<file path="config.mk">
export PLATFORM = sky130hd
export DESIGN_NAME = swssc_digit_chain
export DESIGN_NICKNAME = d
export VERILOG_FILES = /design/src/rtl/core/swssc_pkg.sv /design/src/rtl/core/swssc_digit_cell.sv /design/src/rtl/core/swssc_digit_chain.sv
export SDC_FILE = /design/constraint.sdc
export NUM_CORES = 1
export LEC_CHECK = 0
export ABC_CLOCK_PERIOD_IN_PS = 19950
export BUFFER_PORTS_ARGS = -buffer_cell sky130_fd_sc_hd__buf_4
export CAP_MARGIN = 20
export CORE_MARGIN = 5
export CORE_UTILIZATION = 63
export CTS_CLUSTER_DIAMETER = 30
export DETAILED_ROUTE_END_ITERATION = 6
export PLACE_DENSITY = 0.89
export SKIP_CTS_REPAIR_TIMING = 1
export SLEW_MARGIN = 25
export SYNTH_ARGS = -nofsm -noshare
export SYNTH_HDL_FRONTEND = slang
export SYNTH_SLANG_ARGS = --single-unit
</file>
<file path="constraint.sdc">
create_clock -name clk -period 19.95 [get_ports clk]
set_input_delay 2.9925 -clock clk [delete_from_list [all_inputs] [get_ports clk]]
set_output_delay 2.9925 -clock clk [all_outputs]
set_load 0.05 [all_outputs]
</file>
<file path="src/rtl/core/swssc_pkg.sv">
// Package for the stopwatch seven-segment clock: widths, request codes,
// digit chain radices and reset digits, and the seven-segment encoder.
// No dependencies; every other file in rtl/core imports it.
package swssc_pkg;

    localparam int CNT_W   = 32;
    localparam int STAMP_W = 16;
    localparam int SEG_W   = 8;
    localparam int DIGIT_W = 4;
    localparam int NUM_DIGITS = 6;
    localparam int CONV_W  = $clog2(CNT_W + 1);

    // Register reset values.
    localparam logic [STAMP_W-1:0] THRESHOLD_RESET = 16'd32768;
    localparam logic [CNT_W-1:0]   START_RESET     = 32'd356350;

    // Register indexes on the configuration port.
    localparam logic REG_THRESHOLD = 1'b0;
    localparam logic REG_START     = 1'b1;

    // Request codes carried in req_type.
    typedef enum logic [1:0] {
        REQ_TICK    = 2'd0,
        REQ_PRESS   = 2'd1,
        REQ_RELEASE = 2'd2
    } req_type_t;

    typedef logic [DIGIT_W-1:0] digit_t;
    typedef logic [NUM_DIGITS-1:0][DIGIT_W-1:0] digit_vec_t;

    // Commands from the control logic to the digit chain.
    typedef struct packed {
        logic clear;   // set every digit to zero
        logic incr;    // add one second
        logic load;    // rebuild the digits from a binary value
    } chain_cmd_t;

    // Digits from the bottom: sec ones, sec tens, min ones, min tens,
    // hour ones, hour tens. Hours wrap at 100, so the chain holds the
    // count modulo 360000.
    localparam int DIGIT_RADIX [NUM_DIGITS] = '{10, 6, 10, 6, 10, 10};

    localparam int START_SEC  = int'(START_RESET % 60);
    localparam int START_MIN  = int'((START_RESET / 60) % 60);
    localparam int START_HOUR = int'((START_RESET / 3600) % 100);

    localparam int DIGIT_RESET [NUM_DIGITS] = '{
        START_SEC % 10, START_SEC / 10,
        START_MIN % 10, START_MIN / 10,
        START_HOUR % 10, START_HOUR / 10
    };

    // Seven-segment code of one decimal digit.
    function automatic logic [SEG_W-1:0] seg_code(input digit_t d);
        logic [SEG_W-1:0] code;
        case (d)
            4'd0:    code = 8'hFC;
            4'd1:    code = 8'h60;
            4'd2:    code = 8'hDB;
            4'd3:    code = 8'hF3;
            4'd4:    code = 8'h67;
            4'd5:    code = 8'hB7;
            4'd6:    code = 8'hBF;
            4'd7:    code = 8'hE0;
            4'd8:    code = 8'hFF;
            4'd9:    code = 8'hE7;
            default: code = 8'h00;
        endcase
        return code;
    endfunction

endpackage

</file>
<file path="src/rtl/core/swssc_digit_cell.sv">
// One digit cell of the display chain: holds a digit of a given radix and
// either adds a carry or doubles and adds a carry. Depends on swssc_pkg.
module swssc_digit_cell
    import swssc_pkg::*;
#(
    parameter int RADIX       = 10,
    parameter int RESET_DIGIT = 0
) (
    input  logic   clk,
    input  logic   rst_n,
    input  logic   clear,
    input  logic   step,
    input  logic   dbl,
    input  logic   cin,
    output digit_t digit,
    output logic   cout
);

    digit_t             digit_reg;
    digit_t             digit_next;
    logic [DIGIT_W:0]   sum;
    logic               wrap;

    // The digit stays below the radix, so one subtract brings any sum back.
    always_comb
    begin
        sum  = (dbl ? {digit_reg, 1'b0} : {1'b0, digit_reg}) + {{DIGIT_W{1'b0}}, cin};
        wrap = (sum >= (DIGIT_W + 1)'(RADIX));
        digit_next = wrap ? DIGIT_W'(sum - (DIGIT_W + 1)'(RADIX)) : DIGIT_W'(sum);
    end

    always_ff @(posedge clk or negedge rst_n)
    begin
        if (!rst_n)
        begin
            digit_reg <= DIGIT_W'(RESET_DIGIT);
        end
        else if (clear)
        begin
            digit_reg <= '0;
        end
        else if (step)
        begin
            digit_reg <= digit_next;
        end
    end

    assign digit = digit_reg;
    assign cout  = step && wrap;

endmodule

</file>
<file path="src/rtl/core/swssc_digit_chain.sv">
// Row of digit cells that keeps HH:MM:SS of the seconds count, with the
// sequencer that rebuilds it from a binary value one bit per cycle.
// Depends on swssc_pkg and swssc_digit_cell.
module swssc_digit_chain
    import swssc_pkg::*;
(
    input  logic             clk,
    input  logic             rst_n,
    input  chain_cmd_t       cmd,
    input  logic [CNT_W-1:0] load_value,
    output digit_vec_t       digits,
    output logic             busy
);

    logic [CNT_W-1:0]      shift_reg;
    logic [CNT_W-1:0]      shift_next;
    logic [CONV_W-1:0]     conv_cnt_reg;
    logic [CONV_W-1:0]     conv_cnt_next;
    logic [NUM_DIGITS-1:0] carry;
    logic                  cell_clear;
    logic                  cell_step;

    assign busy = (conv_cnt_reg != '0);

    // Conversion sequencer: the value enters MSB first, and each cycle the
    // chain doubles its contents and adds the next bit.
    always_comb
    begin
        shift_next    = shift_reg;
        conv_cnt_next = conv_cnt_reg;
        if (cmd.load)
        begin
            shift_next    = load_value;
            conv_cnt_next = CONV_W'(CNT_W);
        end
        else if (busy)
        begin
            shift_next    = {shift_reg[CNT_W-2:0], 1'b0};
            conv_cnt_next = conv_cnt_reg - 1'b1;
        end
    end

    always_ff @(posedge clk or negedge rst_n)
    begin
        if (!rst_n)
        begin
            conv_cnt_reg <= '0;
        end
        else
        begin
            conv_cnt_reg <= conv_cnt_next;
        end
    end

    always_ff @(posedge clk)
    begin
        shift_reg <= shift_next;
    end

    assign cell_clear = cmd.clear || cmd.load;
    assign cell_step  = busy || cmd.incr;
    assign carry[0]   = busy ? shift_reg[CNT_W-1] : 1'b1;

    // The carry out of the hour tens cell is the wrap of hours at 100 and
    // is dropped.
    for (genvar i = 0; i < NUM_DIGITS; i++)
    begin : g_cell
        if (i < NUM_DIGITS - 1)
        begin : g_mid
            swssc_digit_cell #(
                .RADIX       (DIGIT_RADIX[i]),
                .RESET_DIGIT (DIGIT_RESET[i])
            ) u_cell (
                .clk   (clk),
                .rst_n (rst_n),
                .clear (cell_clear),
                .step  (cell_step),
                .dbl   (busy),
                .cin   (carry[i]),
                .digit (digits[i]),
                .cout  (carry[i+1])
            );
        end
        else
        begin : g_top
            swssc_digit_cell #(
                .RADIX       (DIGIT_RADIX[i]),
                .RESET_DIGIT (DIGIT_RESET[i])
            ) u_cell (
                .clk   (clk),
                .rst_n (rst_n),
                .clear (cell_clear),
                .step  (cell_step),
                .dbl   (busy),
                .cin   (carry[i]),
                .digit (digits[i]),
                .cout  ()
            );
        end
    end

endmodule

</file>
==> metrics.csv, run 1 <==
metric;value;unit
insertion_delay;0.34;ns
max_stage_delay;0.62;ns
worstSetupStartpoint;cmd[1];
cp-end-kind;flop;
track_usage;0.2665;
drtPass1Iterations;5;
rsz0062_at_grt;false;
worstReg2RegStart;conv_cnt_reg[0];
critPathCapture;g_cell[5].g_top.u_cell.digit[2];
cts_tree;done;
setup-violations-final;0;
num_rows;31;
hold_viol;0;
grt_pass1_vias;3967;
synthFlopType;edfxtp_1;
io_pins;62;
wl;11460;µm
grt_max_degree;42;
netlist_area;4559;µm²
power_density;78.70;nW/µm²
clkSinkCount;62;
worstPathMaxFanout;11;
drv_slew;0;
cp_common_cell;ha_1;
core;7137;µm²
yosys.area.top_type;edfxtp_1;
avgSynthCellArea;9.742;µm²
place.gp.congestion;0.9635;
fmax;76.25;MHz
slew_headroom;0.4684;
r2r_slack;7.15;ns
ys_seq_elements;62;
drt_iter0_drc;443;
yosysUniqueCellTypes;68;
h-tree-depth;3;
antenna_cells;0;
wire_per_inst;18.46;µm
grt_pass1_wl;18840;µm
portBuffers;61;
cp.arrival;13.34;ns
tightestPinTransition;0.7944;ns
synthesis.instances;468;
synth-edff-count;32;
grt-ovfl-total;0;
rr_endpoint;g_cell[5].g_top.u_cell.digit[2];
vdd_drop_max;0.07107;mV
nets;572;
rr_worst_depth;61;
drcViolationCount;0;
dp.cells;605;
ant_nets;0;
fin_crit_sh;0.6574;
crit_type;input pin to flop;
crit_path_start_kind;input pin;
largest_reg_flops;32;
fin_area;5233;µm²
post-route-min-period;13.12;ns
utilization;0.7332;
dieArea;9038;µm²
dp_slack;6.630;ns
root_buffer;clkbuf_8;
synth-seq-area-share;0.3776;
path_clk_slew;0.07;ns
synth_top_cell_area_share;0.2108;
die_h;95.07;µm
fin_tns_setup;0;ns
worst_slack;6.835;ns
vias;4000;
drv_cap;0;
drive_above_1_share;0.2720;
synth.area.top_cells;edfxtp_1 (21%), dfrtp_1 (12%), mux2_2 (7.9%), ha_1 (4.9%), dfstp_2 (4.6%);
placed_cell_area;5040;µm²
dp_hpwl;7599;µm
die_x;95.07;µm
hp-class;flop to flop;
ctsLongestPathBuffers;2;
cp.required;20.17;ns
status;completed;
final_cells;621;
start_util;0.6388;
syn_to_final_growth;14.76;%
async_flop_share;0.4839;
ys_warn_count;0;
synth_fp_nets;523;
skew;0.009377;ns
leakagePower;2.149;nW
antenna_found_initial;0;
viasPerCell;6.441;
cts_buffers;9;
critPathSlowestCell;nor2_1;
-- layer usage --
layer	vias to the layer above	global-route usage	share of wire
met2	219	0.4198	0.48
met4	0	0.1202	0.025
met1	1889	0.3499	0.41
met3	36	0.06077	0.085
li1	1856	-	-
met5	-	0	0
-- layout make-up --
type                       instances  area (µm²)
inverter                          28       107.6
fill                             530        1904
sequential                        62        1722
tap                               99       123.9
timing repair buffer              67       503.0
clock buffer                      12       145.1
multi-input combinational        349        2584
clock inverter                     4       47.55
-- stage by stage --
step	hold WS (ns)	power, mW
2_1_floorplan	0.5248	0.2660
3_3_place_gp	0.4871	0.2941
3_5_place_dp	0.4963	0.2987
4_1_cts	0.5065	0.4107
5_1_grt	0.5316	0.4321
6_report	0.5068	0.4118
-- power breakdown --
group          total, mW  internal [mW]  leakage, nW  switching [mW]
combinational      0.126         0.0413         1.33          0.0849
sequential         0.174          0.160        0.720          0.0145
clock              0.112         0.0608       0.0964          0.0508
-- worst max-delay path: cells and delay by family --
kind	cells	cell delay (ns)
AO/OA/AOI/OAI	14	3.14
buffers and inverters	6	0.57
adder cells (fa/ha/maj)	14	3.46
AND/OR/NAND/NOR	17	3.17
-- cell usage after synthesis (10+ instances only) --
master	n
nand2_1	46
edfxtp_1	32
mux2_2	32
inv_1	27
a21oi_1	24
dfrtp_1	22
nand3_1	19
ha_1	18
nor2_1	16
nor2b_1	15
clkbuf_1	14
o21ai_0	10
-- cells by family (layout without fill, tap and decap cells) --
| logic type | Yosys count | count (layout) | synth area share |
|---|---|---|---|
| buffers and inverters | 57 | 111 | 0.05571 |
| xor gates and xnor gates | 14 | 14 | 0.02689 |
| adders and majority gates | 18 | 18 | 0.04940 |
| AOI/OAI and AO/OA | 109 | 109 | 0.1748 |
| DFF | 62 | 62 | 0.3776 |
| and+or+nand+nor | 168 | 168 | 0.2113 |
| muxes | 40 | 40 | 0.1043 |
-- placed cells by master, fill, tap and decap left out, types with 16 or more instances in the layout --
cell / instances
buf_4: 67
nand2_1: 46
mux2_2: 32
edfxtp_1: 32
inv_1: 27
a21oi_1: 24
dfrtp_1: 22
nand3_1: 19
ha_1: 18
nor2_1: 16
-- worst min-delay path by stage --
| stage | endpoint | depth (start not counted) | from |
|---|---|---|---|
| 2_1_floorplan | shift_reg[28] | 1 | shift_reg[27] |
| 3_3_place_gp | g_cell[1].g_mid.u_cell.digit[0] | 2 | g_cell[1].g_mid.u_cell.digit[0] |
| 3_5_place_dp | g_cell[1].g_mid.u_cell.digit[0] | 2 | g_cell[1].g_mid.u_cell.digit[0] |
| 4_1_cts | g_cell[1].g_mid.u_cell.digit[0] | 2 | g_cell[1].g_mid.u_cell.digit[0] |
| 5_1_grt | g_cell[1].g_mid.u_cell.digit[0] | 2 | g_cell[1].g_mid.u_cell.digit[0] |
| 6_report | g_cell[1].g_mid.u_cell.digit[0] | 2 | g_cell[1].g_mid.u_cell.digit[0] |
Power figures use the tool's default switching activity.
==> inputs of run 2 (changes only) <==
--- a/config.mk
+++ b/config.mk
@@ -5,14 +5,14 @@
 export SDC_FILE = /design/constraint.sdc
 export NUM_CORES = 1
 export LEC_CHECK = 0
-export ABC_CLOCK_PERIOD_IN_PS = 19950
+export ABC_CLOCK_PERIOD_IN_PS = 11570
 export BUFFER_PORTS_ARGS = -buffer_cell sky130_fd_sc_hd__buf_4
 export CAP_MARGIN = 20
 export CORE_MARGIN = 5
-export CORE_UTILIZATION = 63
+export CORE_UTILIZATION = 53
 export CTS_CLUSTER_DIAMETER = 30
 export DETAILED_ROUTE_END_ITERATION = 6
-export PLACE_DENSITY = 0.89
+export PLACE_DENSITY = 0.8
 export SKIP_CTS_REPAIR_TIMING = 1
 export SLEW_MARGIN = 25
 export SYNTH_ARGS = -nofsm -noshare
==> constraint.sdc (replaced) <==
create_clock -name clk -period 11.57 [get_ports clk]
set_input_delay 1.7355 -clock clk [delete_from_list [all_inputs] [get_ports clk]]
set_output_delay 1.7355 -clock clk [all_outputs]
set_load 0.05 [all_outputs]
==> run 2 against run 1 <==
Global-route usage down 3.3 points; non-clock buffer count is 17 higher; power grew 74%; final area increased by 4.7%; sequential share of layout area decreased by 1.5 points; wire length increased by 4.3%; die area increased by 17%; hold slack got worse by 0.0036 ns; critical endpoint unchanged; largest cell class unchanged; highest routed layer unchanged.
==> metrics.csv, run 2 (synthesized netlist as in run 1, its figures left out) <==
metric;value;unit
largest_reg_flops;32;
skew;0.01172;ns
h-tree-depth;3;
cts_buffers;9;
root_buffer;clkbuf_8;
clkSinkCount;62;
r2r_slack;0.79;ns
tightestPinTransition;0.5619;ns
nets;589;
layout_commonest_cell;buf_4;
wire_per_inst;18.57;µm
crit_type;flop to flop;
max_stage_delay;0.42;ns
highest_layer;met4;
drtPass1Iterations;7;
hp-class;flop to flop;
die_h;102.8;µm
setup-violations-final;0;
hold_depth;2;
cp.required;11.80;ns
fin_total_pwr;0.7168;mW
worstReg2RegStart;conv_cnt_reg[0];
fin_crit_sh;0.9316;
cp.arrival;11.01;ns
grt_max_degree;42;
core;8299;µm²
crit_path_start_kind;flop;
track_usage;0.2331;
antenna_cells;0;
wl;11960;µm
fmax;92.78;MHz
dieArea;10560;µm²
cts_tree;done;
grt_pass1_vias;3995;
place.gp.congestion;0.9178;
slew_headroom;0.6245;
ant_nets;0;
status;completed;
io_pins;62;
cp-end-kind;flop;
ctsLongestPathBuffers;2;
drv_cap;0;
vias;4073;
start_util;0.5494;
final_cell_mix;buf_4 (84), nand2_1 (46), mux2_2 (32), edfxtp_1 (32), inv_1 (26);
critPathSlowestCell;or3b_4;
route.met3.wl;875;µm
drv_slew;0;
dr_wl_met2;5834;µm
grt_pass1_wl;19410;µm
rr_endpoint;g_cell[5].g_top.u_cell.digit[2];
post-route-min-period;10.78;ns
rr_worst_depth;62;
drive_above_1_share;0.3340;
leakagePower;2.197;nW
dp_hpwl;7738;µm
drcViolationCount;0;
whs_endpoint;g_cell[2].g_mid.u_cell.digit[0];
portBuffers;61;
syn_to_final_growth;20.17;%
grt-ovfl-total;0;
worstHoldStart;g_cell[2].g_mid.u_cell.digit[0];
antenna_found_initial;0;
insertion_delay;0.35;ns
worstPathMaxFanout;9;
path_clk_slew;0.08;ns
num_rows;33;
vdd_drop_max;0.09494;mV
dp.cells;621;
wl_met1;4854;µm
viasPerCell;6.325;
final_cells;644;
hold_viol;0;
drt_iter0_drc;292;
die_x;102.8;µm
power_density;130.8;nW/µm²
## run 2: cell types whose count changed in the layout (fill, tap and decap cells not counted), moves of 4 or more
cell,delta
buf_4,+17
ha_1,-11
ha_4,+4
ha_2,+7
## run 2: area by class of cell
type / count / area, µm²
flip-flops and latches: 62 / 1722
clock buffers: 9 / 123.9
inverters: 28 / 107.6
clock inverters: 7 / 56.30
well taps: 105 / 131.4
multi-input cells: 349 / 2708
repair buffers: 84 / 630.6
fillers: 641 / 2820
## run 2: routing by layer
metal / vias to the layer above / GRT usage
met1: 1939 / 0.2948
met4: 0 / 0.08865
met5: - / 0
met2: 208 / 0.3962
li1: 1887 / -
met3: 39 / 0.04465
## run 2: power breakdown
group	switching [mW]	internal [mW]	total (mW)	leakage, nW
Sequential	0.0230	0.275	0.298	0.720
Combinational	0.154	0.0840	0.238	1.39
Clock	0.101	0.0803	0.181	0.0906
Total	0.278	0.439	0.717	2.20
## run 2: through the flow
| stage | instance area (µm²) | setup TNS (ns) | hold WS [ns] | util | setup slack (ns) |
|---|---|---|---|---|---|
| after floorplan | 4559 | 0 | 0.5248 | - | 0.2054 |
| after global placement | 5122 | 0 | 0.4875 | 0.6172 | 0.3197 |
| after detailed placement | 5122 | -0.06392 | 0.4919 | 0.6172 | -0.06392 |
| after CTS | 5303 | -0.3679 | 0.5039 | 0.6389 | -0.2523 |
| after global routing | 5479 | -0.04928 | 0.5337 | 0.6602 | -0.04928 |
| final | 5479 | 0 | 0.5032 | 0.6602 | 0.7917 |
## run 2: how the worst max path moves through the flow
stage / startpoint / endpoint / slack (ns) / depth (start not counted)
global route: conv_cnt_reg[0] / g_cell[5].g_top.u_cell.digit[2] / -0.05 / 62
detailed placement: conv_cnt_reg[0] / g_cell[5].g_top.u_cell.digit[2] / -0.06 / 62
finish: conv_cnt_reg[0] / g_cell[5].g_top.u_cell.digit[2] / 0.79 / 62
global placement: conv_cnt_reg[0] / g_cell[5].g_top.u_cell.digit[2] / 0.32 / 62
CTS: conv_cnt_reg[0] / g_cell[5].g_top.u_cell.digit[2] / -0.25 / 62
floorplan: conv_cnt_reg[0] / g_cell[5].g_top.u_cell.digit[2] / 0.21 / 65
## run 2: critical path: cells and delay by family, from the launching register on
| kind | cells | cell delay (ns) |
|---|---|---|
| buffers and inverters | 7 | 0.58 |
| DFF | 1 | 0.38 |
| adders and majority gates | 18 | 3.70 |
| and+or+nand+nor | 18 | 2.26 |
| AOI/OAI and AO/OA | 19 | 3.70 |
